### src/rtl/rrfc_pkg.sv
// Shared types, constants and status codes of the reader response frame checker.
package rrfc_pkg;

	// Default geometry of the receive stream
	localparam int BUFFER_BYTES_DEF = 64;
	localparam int ACK_BYTES_DEF    = 6;

	// Byte position counter, wide enough for the largest buffer
	localparam int COUNT_W = 7;
	// Data window end: 8-bit length plus a small position offset
	localparam int WIN_W   = 9;

	// Status codes of one check
	typedef enum logic [2:0] {
		ST_OK      = 3'd0,
		ST_SHORT   = 3'd1,
		ST_LCS_BAD = 3'd2,
		ST_DCS_BAD = 3'd3,
		ST_BEYOND  = 3'd4
	} status_t;

	// Request kinds
	typedef enum logic {
		REQ_BYTE  = 1'b0,
		REQ_CHECK = 1'b1
	} req_t;

	// Input item: one received byte or a check request
	typedef struct packed {
		logic       req_type;
		logic [7:0] rx_byte;
	} in_item_t;

	// Result item of one check
	typedef struct packed {
		status_t     frame_status;
		logic [7:0]  response_code;
		logic [31:0] card_uid;
	} out_item_t;

endpackage

### src/rtl/rrfc_if.sv
// Valid/ready stream interfaces for the input and result channels.
interface rrfc_in_if;
	logic               valid;
	logic               ready;
	rrfc_pkg::in_item_t data;

	modport source (output valid, output data, input ready);
	modport sink   (input valid, input data, output ready);
endinterface

interface rrfc_out_if;
	logic                valid;
	logic                ready;
	rrfc_pkg::out_item_t data;

	modport source (output valid, output data, input ready);
	modport sink   (input valid, input data, output ready);
endinterface

### src/rtl/reader_response_frame_checker_unit.sv
// Top level: running frame capture, length/data checksum check and result buffer.
//
//  channel | dir | payload                                   | transfer per
//  --------+-----+-------------------------------------------+------------------------
//  item    | in  | req_type, rx_byte                         | received byte or check
//  result  | out | frame_status, response_code, card_uid     | check request
//
// One item is taken in every cycle while the skid register is empty. A byte updates the running captures and
// the 8-bit sum in the cycle it is transferred; a check registers its result into
// the output register, or into the skid register behind it, and clears the captures at the same edge.
// Results queue in the output register and a skid register behind it; item
// ready drops only while both hold a result. Reset clears all captures.
module reader_response_frame_checker_unit #(
	parameter int BUFFER_BYTES = rrfc_pkg::BUFFER_BYTES_DEF,
	parameter int ACK_BYTES    = rrfc_pkg::ACK_BYTES_DEF
) (
	input logic         clk,
	input logic         arst_n,
	rrfc_in_if.sink     item,
	rrfc_out_if.source  result
);

	localparam int CW = rrfc_pkg::COUNT_W;
	localparam int WW = rrfc_pkg::WIN_W;

	localparam logic [CW-1:0] BUF_END   = CW'(BUFFER_BYTES);
	localparam logic [CW-1:0] POS_LEN   = CW'(ACK_BYTES + 3);
	localparam logic [CW-1:0] POS_LCS   = CW'(ACK_BYTES + 4);
	localparam logic [CW-1:0] POS_DATA  = CW'(ACK_BYTES + 5);
	localparam logic [CW-1:0] POS_CODE  = CW'(ACK_BYTES + 7);
	localparam logic [CW-1:0] POS_UID   = CW'(ACK_BYTES + 13);
	localparam logic [CW-1:0] MIN_BYTES = CW'(ACK_BYTES + 9);
	localparam logic [WW-1:0] BUF_END_W = WW'(BUFFER_BYTES);
	localparam logic [WW-1:0] POS_DATA_W = WW'(ACK_BYTES + 5);

	// Capture state
	logic [CW-1:0] count_q,    count_d;
	logic [7:0]    len_q,      len_d;
	logic [7:0]    lcs_q,      lcs_d;
	logic [7:0]    sum_q,      sum_d;
	logic [7:0]    dcs_q,      dcs_d;
	logic [7:0]    code_q,     code_d;
	logic [31:0]   uid_q,      uid_d;

	// Result buffer
	logic                out_valid_q;
	logic                skid_valid_q;
	rrfc_pkg::out_item_t out_q;
	rrfc_pkg::out_item_t skid_q;

	logic                in_xfer;
	logic                is_check;
	logic                push;
	logic                pop;
	logic [WW-1:0]       pos_w;
	logic [WW-1:0]       win_end;
	rrfc_pkg::out_item_t res;

	assign in_xfer  = item.valid && item.ready;
	assign is_check = (item.data.req_type == rrfc_pkg::REQ_CHECK);
	assign push     = in_xfer && is_check;
	assign pop      = out_valid_q && result.ready;

	assign item.ready   = !skid_valid_q;
	assign result.valid = out_valid_q;
	assign result.data  = out_q;

	// Current byte position and position of the data check byte
	assign pos_w   = WW'(count_q);
	assign win_end = POS_DATA_W + WW'(len_q);

	// Judge the frame held in the captures
	always_comb begin
		res.response_code = code_q;
		res.card_uid      = uid_q;
		priority if (count_q < MIN_BYTES) begin
			res.frame_status = rrfc_pkg::ST_SHORT;
		end else if (8'(~len_q + 8'd1) != lcs_q) begin
			res.frame_status = rrfc_pkg::ST_LCS_BAD;
		end else if (win_end >= BUF_END_W) begin
			res.frame_status = rrfc_pkg::ST_BEYOND;
		end else if (8'(~sum_q + 8'd1) != dcs_q) begin
			res.frame_status = rrfc_pkg::ST_DCS_BAD;
		end else begin
			res.frame_status = rrfc_pkg::ST_OK;
		end
	end

	// Next capture state for a byte transfer or a check
	always_comb begin
		count_d = count_q;
		len_d   = len_q;
		lcs_d   = lcs_q;
		sum_d   = sum_q;
		dcs_d   = dcs_q;
		code_d  = code_q;
		uid_d   = uid_q;
		if (in_xfer) begin
			if (is_check) begin
				count_d = '0;
				len_d   = '0;
				lcs_d   = '0;
				sum_d   = '0;
				dcs_d   = '0;
				code_d  = '0;
				uid_d   = '0;
			end else if (count_q < BUF_END) begin
				if (count_q == POS_LEN) begin
					len_d = item.data.rx_byte;
				end
				if (count_q == POS_LCS) begin
					lcs_d = item.data.rx_byte;
				end
				// running sum over the data window
				if (count_q >= POS_DATA && pos_w < win_end) begin
					sum_d = sum_q + item.data.rx_byte;
				end
				if (pos_w == win_end) begin
					dcs_d = item.data.rx_byte;
				end
				if (count_q == POS_CODE) begin
					code_d = item.data.rx_byte;
				end
				for (int k = 0; k < 4; k++) begin
					if (count_q == POS_UID + CW'(k)) begin
						uid_d[8*k +: 8] = item.data.rx_byte;
					end
				end
				count_d = count_q + CW'(1);
			end
		end
	end

	// Capture registers
	always_ff @(posedge clk or negedge arst_n) begin
		if (!arst_n) begin
			count_q <= '0;
			len_q   <= '0;
			lcs_q   <= '0;
			sum_q   <= '0;
			dcs_q   <= '0;
			code_q  <= '0;
			uid_q   <= '0;
		end else begin
			count_q <= count_d;
			len_q   <= len_d;
			lcs_q   <= lcs_d;
			sum_q   <= sum_d;
			dcs_q   <= dcs_d;
			code_q  <= code_d;
			uid_q   <= uid_d;
		end
	end

	// Output register with skid entry behind it
	always_ff @(posedge clk or negedge arst_n) begin
		if (!arst_n) begin
			out_valid_q  <= 1'b0;
			skid_valid_q <= 1'b0;
		end else begin
			if (!out_valid_q || pop) begin
				if (skid_valid_q) begin
					out_valid_q  <= 1'b1;
					skid_valid_q <= push;
				end else begin
					out_valid_q  <= push;
				end
			end else if (push) begin
				skid_valid_q <= 1'b1;
			end
		end
	end

	always_ff @(posedge clk) begin
		if (!out_valid_q || pop) begin
			if (skid_valid_q) begin
				out_q  <= skid_q;
				skid_q <= res;
			end else begin
				out_q  <= res;
			end
		end else if (push) begin
			skid_q <= res;
		end
	end

`ifndef SYNTHESIS
	// Position counter saturates at the buffer end
	assert property (@(posedge clk) disable iff (!arst_n) count_q <= BUF_END)
		else $error("byte count beyond buffer end");

	// Skid entry only fills behind a held result
	assert property (@(posedge clk) disable iff (!arst_n) skid_valid_q |-> out_valid_q)
		else $error("skid entry holds a result while output register is empty");

	// A check clears the captures
	assert property (@(posedge clk) disable iff (!arst_n)
		push |=> (count_q == '0 && sum_q == '0 && uid_q == '0))
		else $error("captures not cleared after check");

	// A check into an empty buffer shows up on the next cycle
	assert property (@(posedge clk) disable iff (!arst_n)
		(push && !out_valid_q) |=> (out_valid_q && !skid_valid_q))
		else $error("check result lost");
`endif

endmodule

### src/flat_wrapper.sv
// flat-port wrapper written by rule: the top's interface ports become plain ports
module reader_response_frame_checker_unit_flat 
#(
	parameter int BUFFER_BYTES = rrfc_pkg::BUFFER_BYTES_DEF,
	parameter int ACK_BYTES    = rrfc_pkg::ACK_BYTES_DEF
)
  (clk, arst_n, item_valid, item_data, item_ready, result_valid, result_data, result_ready);
  rrfc_in_if item_i ();
  rrfc_out_if result_i ();
  input logic clk;
  input logic arst_n;
  input wire logic [$bits(item_i.valid)-1:0] item_valid;
  input wire logic [$bits(item_i.data)-1:0] item_data;
  output wire logic [$bits(item_i.ready)-1:0] item_ready;
  output wire logic [$bits(result_i.valid)-1:0] result_valid;
  output wire logic [$bits(result_i.data)-1:0] result_data;
  input wire logic [$bits(result_i.ready)-1:0] result_ready;
  assign item_i.valid = item_valid;
  assign item_i.data = item_data;
  assign item_ready = item_i.ready;
  assign result_valid = result_i.valid;
  assign result_data = result_i.data;
  assign result_i.ready = result_ready;
  reader_response_frame_checker_unit #(.BUFFER_BYTES(BUFFER_BYTES), .ACK_BYTES(ACK_BYTES)) u_core (.clk(clk), .arst_n(arst_n), .item(item_i), .result(result_i));
endmodule
### config.mk
export PLATFORM = sky130hd
export DESIGN_NAME = reader_response_frame_checker_unit_flat
export DESIGN_NICKNAME = d
export VERILOG_FILES = /design/src/rtl/rrfc_pkg.sv /design/src/rtl/rrfc_if.sv /design/src/rtl/reader_response_frame_checker_unit.sv /design/src/flat_wrapper.sv
export SDC_FILE = /design/constraint.sdc
export NUM_CORES = 1
export LEC_CHECK = 0
export BUFFER_PORTS_ARGS = -buffer_cell sky130_fd_sc_hd__buf_2
export CAP_MARGIN = 20
export CORE_MARGIN = 1
export CORE_UTILIZATION = 51
export DETAILED_ROUTE_END_ITERATION = 8
export PLACE_DENSITY = 0.67
export SETUP_SLACK_MARGIN = 0.4
export SYNTH_ARGS = -nofsm -noshare
export SYNTH_HDL_FRONTEND = slang
export SYNTH_SLANG_ARGS = --single-unit
### constraint.sdc
create_clock -name clk -period 12.7 [get_ports clk]
set_input_delay 1.27 -clock clk [delete_from_list [all_inputs] [get_ports clk]]
set_output_delay 1.27 -clock clk [all_outputs]
set_load 0.01 [all_outputs]
==> results.cfg, run 1 <==
[cts]
ctsHoldBuffers = 0
clock-sinks = 167
postCtsSetupBuffers = 0
postCtsResizedCells = 0
cts_tree = yes
clock_latency_ps = 430
cts_max_level = 4
cts-root-buf = clkbuf_16
path_clk_slew_ps = 60
clock_path_buffers = 2
cts_made_buffers = 17

[synthesis]
synth_ff_type = edfxtp_1
yosysUniqueCellTypes = 54
synth_fp_nets = 631
ys_seq_area_share_pct = 61.76
synth_seq_cells = 167
netlist_instances = 596
syn_avg_cell_area_sq_um = 12.52
synthArstFlopShare_pct = 48.50
syn_area_sq_mm = 0.007463
ys_warn_count = 0
synth_edf_count = 86

[route]
vias_per_cell = 5.787
drc = 0
wire_per_inst_um = 18.57
vias = 4861
totalWireLength_um = 15600
firstDrtPassIters = 5
ant_nets = 0
drtIter0Drc = 354

[timing]
worstMarginPinSlew_ps = 790.6
setup_viol = 0
period_minus_slack_ps = 3171
slew_headroom_pct = 47.01
slew_viol_final = 0
finalClockSkew_ps = 6.257
hold_viol_final = 0
rsz0062_at_grt = false
post-route-period-util_pct = 24.96
clock.fmax_mhz = 315.4
fin_tns_setup_ps = 0

[global_routing]
gr-total-overflow = 0
grt_start_max_net_pins = 82
gr-usage-all-layers_pct = 22.42
grt_pass1_wl_um = 24550
antenna_found_initial = 0
grt_pass1_vias = 4619

[pwr]
p_seq_share_pct = 48.4
p_int_uw = 961.2
leakage_nw = 3.695
switching_share_pct = 23.13
combPwrFrac_pct = 8.4
p_sw_uw = 289.2
powerDensity_mw_per_mm2 = 146.4
p_clk_share_pct = 43.2
peakVddDrop_v = 0.00009029

[setup_path]
endpoint_kind = register
crit_path_start_kind = input port
cp_max_fo = 11
criticalPathCategory = input port to register
cp_data_required_time_ps = 13040
cp_data_arrival_time_ps = 3510
cpPeakStageDelay_ps = 620
cpMaxStageDelayCell = nor3_2
cp_cell_sequence = buf_2 > nor2b_1 > a21boi_1 > nand4_1 > nor3_2 > mux2i_1

[place]
portBuffers = 57
place_inst = 807
gp_congestion = 0.9202
hpwl_um = 9883

[die]
core_sq_mm = 0.01410
io_pins = 58
die_w_um = 123.0
die_y_um = 123.0
die_area_sq_mm = 0.01512
initial_core_util_pct = 52.95
rows = 43

[cells_and_area]
area_delta_synth_final_pct = 14.43
fin_cells = 840
fillers = 1144
seqCellArea_sq_mm = 0.004611
drive_above_1_share_pct = 21.36
n_antenna_cell = 0
multi_input_area_sq_mm = 0.002683
nets = 682

[worst_hold_path]
min_path_type = register to register

[run_status]
status = finished, final reports clean

[flow_run]
maxCapViolations = 0
[metrics by stage]
| stage | area, sq um | setup WS, ps | hold WS, ps | util (%) | power [mW] |
|---|---|---|---|---|---|
| floorplan | 7463 | 6628 | 442.4 | - | 0.6783 |
| global placement | 7900 | 9329 | 455.8 | 56.04 | 0.7155 |
| detailed placement | 7900 | 9155 | 455.6 | 56.04 | 0.7194 |
| CTS | 8513 | 9573 | 470.3 | 60.39 | 1.257 |
| global route | 8541 | 9278 | 478.7 | 60.59 | 1.292 |
| finish | 8541 | 9529 | 469.1 | 60.59 | 1.250 |
[state kept, by name (all words and copies together) (netlist names)]
signal               count
u_core.code_q            8
u_core.count_q           7
u_core.dcs_q             8
u_core.lcs_q             8
u_core.len_q             8
u_core.result.data      43
u_core.result.valid      1
u_core.skid_q           43
u_core.skid_valid_q      1
u_core.sum_q             8
u_core.uid_q            32
[synthesized netlist by cell type (2+ instances only)]
master    instances  area share [%]
nor3_1            9            0.60
ha_1             21             3.5
buf_1             3            0.15
nor4_1            4            0.34
o22ai_1           2            0.17
o21ai_0          60             4.0
inv_1            17            0.85
a22o_1            7            0.82
o211ai_1          2            0.20
a21oi_1          11            0.74
and2_1            2            0.17
dfrtp_1          81              27
xnor2_1          15             1.8
mux2_2           40             6.0
buf_2             3            0.20
xor2_1           19             2.2
nand2b_1          2            0.17
or4_1             2            0.20
clkbuf_1         23             1.2
o31ai_1           3            0.30
and3_1            2            0.17
edfxtp_1         86              35
nor2_1           19            0.96
a211oi_1          2            0.20
nand4_1           7            0.59
nand3_1          61             4.1
nor2b_1           4            0.34
mux2i_1          18             2.4
nand2_1          43             2.2
o21bai_1          2            0.20
nand3b_1          3            0.30
[logic make-up (layout without fill, tap and decap cells)]
family | count (synthesis) | after routing | share of synthesized area [%]
AOI/OAI and AO/OA | 101 | 101 | 8.282
DFF | 167 | 167 | 61.76
xor gates and xnor gates | 34 | 34 | 3.990
buffers and inverters | 47 | 111 | 2.515
muxes | 58 | 58 | 8.449
adders and majority gates | 22 | 22 | 3.789
and+or+nand+nor | 167 | 167 | 11.22
[power groups by stage]
| stage | clock (mW) | sequential [mW] | combinational [mW] |
|---|---|---|---|
| CTS | 0.547 | 0.605 | 0.104 |
| finish | 0.540 | 0.605 | 0.105 |
| global placement | 0 | 0.614 | 0.101 |
| floorplan | 0 | 0.621 | 0.0570 |
| global route | 0.569 | 0.608 | 0.115 |
| detailed placement | 0 | 0.616 | 0.103 |
[worst max-delay path, delay by kind of cell]
| kind | cells | cell delay, ps |
|---|---|---|
| simple gates | 3 | 1370 |
| compound gates | 1 | 470 |
| mux | 1 | 300 |
| buf+inv | 1 | 90 |
[worst paths after layout]
path / from / slack (ps) / to / cells after the start
setup reg to reg: u_core.len_q[0]$_DFFE_PN0P_ / 9580 / u_core.sum_q[7]$_DFFE_PN0P_ / 12
max in group asynchronous: arst_n / 11340 / u_core.skid_valid_q$_DFFE_PN0P_ / 2
hold / removal: u_core.uid_q[24]$_DFFE_PN0P_ / 470 / u_core.skid_q[24]$_DFFE_PP_ / 0
min in group asynchronous: arst_n / 750 / u_core.sum_q[6]$_DFFE_PN0P_ / 1
hold reg to reg: u_core.uid_q[24]$_DFFE_PN0P_ / 470 / u_core.skid_q[24]$_DFFE_PP_ / 0
setup / recovery: item_valid / 9530 / u_core.dcs_q[5]$_DFFE_PN0P_ / 6
[cell usage in the layout, fill, tap and decap left out, types with 2 or more instances in the layout]
master,instances
nand4_1,7
mux2_2,40
nor3_1,9
a22o_1,7
buf_4,5
nor2b_1,4
a21oi_1,11
o31ai_1,3
o21ai_0,59
clkinv_2,2
mux2i_1,18
clkbuf_16,17
dfrtp_1,80
o21bai_1,2
nor4_1,4
inv_1,17
edfxtp_1,86
bufinv_16,4
o211ai_1,2
or4_1,2
nand3b_1,3
nand3_1,61
a211oi_1,2
inv_6,3
xnor2_1,15
nand2_1,42
clkbuf_1,4
buf_2,56
and2_1,2
nor2_1,19
xor2_1,19
ha_1,21
and3_1,2
o22ai_1,2
[area by class of cell]
| class | count | area share (%) |
|---|---|---|
| flip-flops and latches | 167 | 53.98 |
| multi-input cells | 382 | 31.41 |
| clock buffers | 21 | 5.157 |
| repair buffers | 62 | 4.043 |
| well taps | 180 | 2.637 |
| clock inverters | 11 | 2.022 |
| inverters | 17 | 0.7471 |
[layer usage]
layer / GRT usage [%] / vias to the layer above / share of wire (%) / wire length [um]
li1: - / 2289 / - / -
met5: 0 / - / 0 / 0
met3: 5.212 / 24 / 5.1 / 801
met1: 29.01 / 2402 / 44 / 6851
met4: 9.413 / 0 / 2.1 / 333
met2: 36.41 / 146 / 49 / 7616
No activity file was read; power rests on OpenSTA's default activity.
==> inputs of run 2 (changes only) <==
ABC_AREA = 1   (was unset)
clock period = 3.1 ns   (was 12.7 ns; I/O delays follow)
==> run 2 against run 1 <==
Effect of this change: wire length grew 3.2%; critical path depth rose by 8; highest routed layer unchanged; critical endpoint is now u_core.sum_q[4]$_DFFE_PN0P_; area after synthesis increased by 2.1%; register-to-register slack got worse by 8900 ps; sequential power grew to 4.6 times the previous value; design area is 2.7% higher; via count up 16%.
==> results.cfg, run 2 <==
[die]
rows = 44
io_pins = 58
die_w_um = 124.2
die_y_um = 124.2
core_sq_mm = 0.01453
initial_core_util_pct = 52.43
die_area_sq_mm = 0.01543

[route]
firstDrtPassIters = 6
totalWireLength_um = 16110
vias = 5655
vias_per_cell = 5.335
wire_per_inst_um = 15.20
ant_nets = 0
drc = 0
drtIter0Drc = 672

[cells_and_area]
fillers = 1224
n_antenna_cell = 0
nets = 898
fin_cells = 1060
seqCellArea_sq_mm = 0.004609
area_delta_synth_final_pct = 15.11
multi_input_area_sq_mm = 0.002636
final_cell_mix = nand2_1 (275), edfxtp_1 (86), dfrtp_1 (81)
fin_area_sq_mm = 0.008771
fin_util_pct = 60.35
drive_above_1_share_pct = 14.16
layout_commonest_cell = nand2_1

[synthesis]
synthXorXnorAreaFrac_pct = 2.053
synth_compound_area_share_pct = 7.734
synth_top_area_cell = edfxtp_1
synthTopCellsByCount = nand2_1 (275), edfxtp_1 (86), dfrtp_1 (81), inv_1 (67), o21ai_0 (65)
synth_top_family_by_area = simple AND/OR/NAND/NOR gates
synth_fp_nets = 836
ys_seq_area_share_pct = 60.49
synth_ff_type = edfxtp_1
syn_area_sq_mm = 0.007620
yosysMostFrequentCell = nand2_1
synth_top_cell_area_share_pct = 33.89
ys_warn_count = 0
yosys.area_share.simple_pct = 20.95
synthArstFlopShare_pct = 48.50
yosysUniqueCellTypes = 36
synth_edf_count = 86
synth_mux_area_share_pct = 0
synth_area_leaders = edfxtp_1 (34%), dfrtp_1 (27%), nand2_1 (14%)
syn_avg_cell_area_sq_um = 9.513
synth_fa_ha_area_share_pct = 3.711
synth_seq_cells = 167
netlist_instances = 801

[timing]
slew_headroom_pct = 29.64
worstMarginPinSlew_ps = 1051
slew_viol_final = 0
clock.fmax_mhz = 405.2
whs_ps = 276.7
rsz0062_at_grt = false
fin_tns_setup_ps = 0
post-route-period-util_pct = 79.62
period_minus_slack_ps = 2468
setup_viol = 0
finalClockSkew_ps = 7.611
hold_viol_final = 0

[cts]
path_clk_slew_ps = 70
cts_max_level = 4
postCtsResizedCells = 0
cts_made_buffers = 17
cts-root-buf = clkbuf_16
ctsHoldBuffers = 0
clock_path_buffers = 2
cts_tree = yes
clock_latency_ps = 430
postCtsSetupBuffers = 0
clock-sinks = 167

[setup_path]
endpoint = u_core.sum_q[4]$_DFFE_PN0P_
reg2reg_depth = 14
cp.depth = 14
ff2ff_setup_slack_ps = 630
timing.rr.start = u_core.len_q[0]$_DFFE_PN0P_
cp_data_required_time_ps = 3420
cpMaxStageDelayCell = dfrtp_1
crit_path_start_kind = register
r2r-end = u_core.sum_q[4]$_DFFE_PN0P_
crit_start = u_core.len_q[0]$_DFFE_PN0P_
criticalPathCategory = register to register
cp_cell_sequence = inv_1 > ha_1 > o21ai_2 > xor2_1 > ha_1 > nand4_1 > o211ai_1 > nand3_1 > nand2_1 > nand2_2 > nand2_2 > nand2_2 > nand2_1 > nand2_1
cp_data_arrival_time_ps = 2790
endpoint_kind = register
critPathTopFamily = simple AND/OR/NAND/NOR gates
cp_max_fo = 9
critPathBufInv = 1
cpPeakStageDelay_ps = 420

[global_routing]
gr-usage-all-layers_pct = 22.11
gr-total-overflow = 0
antenna_found_initial = 0
grt_pass1_wl_um = 26540
grt_start_max_net_pins = 82
grt_pass1_vias = 5399

[worst_hold_path]
min_path_type = input port to register

[place]
gp_congestion = 0.8898
placed_cell_area_sq_mm = 0.008099
portBuffers = 57
hpwl_um = 10880
place_inst = 1024

[run_status]
status = finished, final reports clean

[pwr]
powerDensity_mw_per_mm2 = 684.9
leakage_nw = 4.150
peakVddDrop_v = 0.0003851

[flow_run]
maxCapViolations = 0
[run 2: power by group]
part | internal, mW | leakage (nW) | switching, mW
Combinational | 0.364 | 1.91 | 0.655
Sequential | 2.64 | 1.94 | 0.158
Clock | 1.29 | 0.299 | 0.899
Total | 4.29 | 4.15 | 1.71
[run 2: metrics by stage]
step,power (mW),setup WS (ps)
after floorplan,3.513,856.1
after global placement,3.800,835.3
after detailed placement,3.847,693.2
after CTS,6.034,683.5
after global routing,6.295,464.8
final,6.007,631.9
[run 2: layout make-up]
cell class	instances	share of cell area, %
Clock buffer	18	4.893
Clock inverter	14	2.168
Inverter	74	3.167
Multi-Input combinational cell	536	30.06
Sequential cell	167	52.55
Tap cell	184	2.625
Timing Repair Buffer	67	4.536
[run 2: how the worst min path moves through the flow]
stage,slack [ps],depth (start not counted),end,startpoint
after CTS,90,1,u_core.code_q[6]$_DFFE_PN0P_,arst_n
after global routing,270,4,u_core.sum_q[3]$_DFFE_PN0P_,item_data[8]
after detailed placement,430,0,u_core.skid_q[5]$_DFFE_PP_,u_core.uid_q[5]$_DFFE_PN0P_
final,280,4,u_core.sum_q[7]$_DFFE_PN0P_,item_data[8]
after floorplan,10,0,u_core.code_q[0]$_DFFE_PN0P_,arst_n
after global placement,430,0,u_core.skid_q[2]$_DFFE_PP_,u_core.uid_q[2]$_DFFE_PN0P_
[run 2: cell families after synthesis]
group | after synthesis
and+or+nand+nor | 385
xor gates and xnor gates | 17
adders and majority gates | 22
buffers and inverters | 98
DFF | 167
AOI/OAI and AO/OA | 112
[run 2: worst min-delay path, stage by stage]
cell and delay [ps]:
buf_2 180, nor2_1 80, nand2_1 60, nand2_1 40
[run 2: metal layers]
layer / wire, um / global-route usage [%] / vias to the layer above
li1: - / - / 2766
met1: 6750 / 28.66 / 2649
met2: 7753 / 35.81 / 205
met3: 1049 / 4.052 / 35
met4: 554 / 10.77 / 0
met5: 0 / 0 / -
==> inputs of run 3 (changes only) <==
ABC_AREA = 0   (was 1)
clock period = 2.5 ns   (was 3.1 ns; I/O delays follow)
==> run 3 against run 2 <==
Effect of this change: first-iteration DRC count shrank 45%; die area shrank 2.0%; wire length shrank 0.75%; cell count shrank 18%; flip-flop and latch count is the same; largest cell class unchanged; design area grew 1.5%; non-clock buffer count grew 26; core utilization grew 2.8 points; critical path depth shrank 5; maximum frequency grew 2.7%; power grew 3.4%.
==> results.cfg, run 3 (synthesis results as in run 1) <==
[global_routing]
antenna_found_initial = 0
grt_pass1_vias = 4821
grt_pass1_wl_um = 25740
gr-total-overflow = 0
gr-usage-all-layers_pct = 23.18
grt_start_max_net_pins = 66

[timing]
worstMarginPinSlew_ps = 717.4
clock.fmax_mhz = 416.0
setup_viol = 0
period_minus_slack_ps = 2404
slew_viol_final = 0
hold_viol_final = 0
slew_headroom_pct = 52.17
post-route-period-util_pct = 96.14
rsz0062_at_grt = true
worst_slack_ps = 96.43
finalClockSkew_ps = 9.259

[run_status]
status = finished, final reports clean

[setup_path]
cp_data_required_time_ps = 2670
reg2reg_depth = 9
criticalPathCategory = register to register
cp_data_arrival_time_ps = 2570
endpoint_kind = register
crit_path_start_kind = register
cp_max_fo = 5

[die]
io_pins = 58
rows = 43
die_area_sq_mm = 0.01512
die_w_um = 123.0
initial_core_util_pct = 52.95
core_sq_mm = 0.01410
die_y_um = 123.0

[cells_and_area]
nets = 714
drive_above_1_share_pct = 27.75
area_delta_synth_final_pct = 19.23
n_antenna_cell = 0
fin_cells = 872
final_cell_mix = edfxtp_1 (86), dfrtp_1 (80), nand3_1 (58)
fin_util_pct = 63.13
layout_commonest_cell = edfxtp_1

[route]
wire_per_inst_um = 18.33
drc = 0
vias = 4928
drtIter0Drc = 367
firstDrtPassIters = 5
ant_nets = 0
totalWireLength_um = 15990
vias_per_cell = 5.651

[place]
gp_congestion = 0.9179
place_inst = 827
post-place-ws_ps = -21.67
portBuffers = 57
hpwl_um = 10360

[cts]
cts_tree = yes
clock_latency_ps = 420
cts_made_buffers = 17
clock-sinks = 167
cts_max_level = 4
clock_path_buffers = 2
cts-root-buf = clkbuf_16
path_clk_slew_ps = 60

[worst_hold_path]
min_path_type = input port to register
hold-path-cell-count = 2

[pwr]
leakage_nw = 3.860
powerDensity_mw_per_mm2 = 698.3
total_power_mw = 6.214
peakVddDrop_v = 0.0004291

[flow_run]
maxCapViolations = 0
## run 3: cell count changes in the layout (fill, tap and decap cells not counted), sizes merged, moves of 23 or more
| cell | change |
|---|---|
| mux2 | +40 |
| nand2 | -240 |
| inv | -59 |
| buf | +26 |
| nor2 | -23 |
| o21ai | -27 |
## run 3: layout make-up
cell class / instances / area (sq um)
timing repair buffer: 93 / 613.1
sequential: 167 / 4611
clock inverter: 15 / 152.6
multi-input combinational: 383 / 2805
fill: 1072 / 5197
tap: 180 / 225.2
inverter: 17 / 66.31
clock buffer: 17 / 425.4
## run 3: final timing paths
kind                       slack (ps)                    startpoint                      endpoint
setup / recovery                  100   u_core.len_q[0]$_DFFE_PN0P_   u_core.skid_q[41]$_DFFE_PP_
hold / removal                    120                  item_data[8]   u_core.sum_q[4]$_DFFE_PN0P_
setup reg to reg                  100   u_core.len_q[0]$_DFFE_PN0P_   u_core.skid_q[41]$_DFFE_PP_
hold reg to reg                   480  u_core.uid_q[11]$_DFFE_PN0P_   u_core.skid_q[11]$_DFFE_PP_
max in group asynchronous        1500                        arst_n  u_core.code_q[0]$_DFFE_PN0P_
min in group asynchronous         380                        arst_n   u_core.dcs_q[3]$_DFFE_PN0P_
## run 3: stage by stage
step	instance area (sq um)	hold WS (ps)	setup TNS, ps
4_1_cts	8810	87.57	0
5_1_grt	8899	109.1	-27.13
2_1_floorplan	7550	-45.59	0
3_3_place_gp	8117	301.5	0
3_5_place_dp	8117	304.8	-21.67
6_report	8899	116.0	0
## run 3: report_power, final
group	leakage (nW)	internal [mW]	total, mW	switching [mW]
Combinational	1.57	0.225	0.593	0.368
Clock	0.288	1.48	2.55	1.07
Sequential	2.01	3.01	3.07	0.0556
Total	3.86	4.72	6.21	1.50
## run 3: worst max-delay path, cell delays in order (launching register included)
cell and delay [ps]:
dfrtp_1 440, buf_4 160, buf_6 110, buf_6 120
or4_4 520, a2111oi_4 350, nand4_2 190, buf_6 180
inv_2 40, a21boi_1 50
## run 3: repair_timing
item | CTS | global route
hold endpoints to repair | 45 | 0
buffers inserted | 8 | 3
gates cloned | 0 | 1
hold buffers | 1 | 0
gates resized for setup | 14 | 11
pin swaps | 15 | 14
setup endpoints to repair | 22 | 59
## run 3: per-layer routing
| layer | share of wire (%) | global-route usage, % |
|---|---|---|
| met5 | 0 | 0 |
| met4 | 1.9 | 8.810 |
| met3 | 4.1 | 4.336 |
| met2 | 49 | 37.11 |
| met1 | 45 | 31.53 |
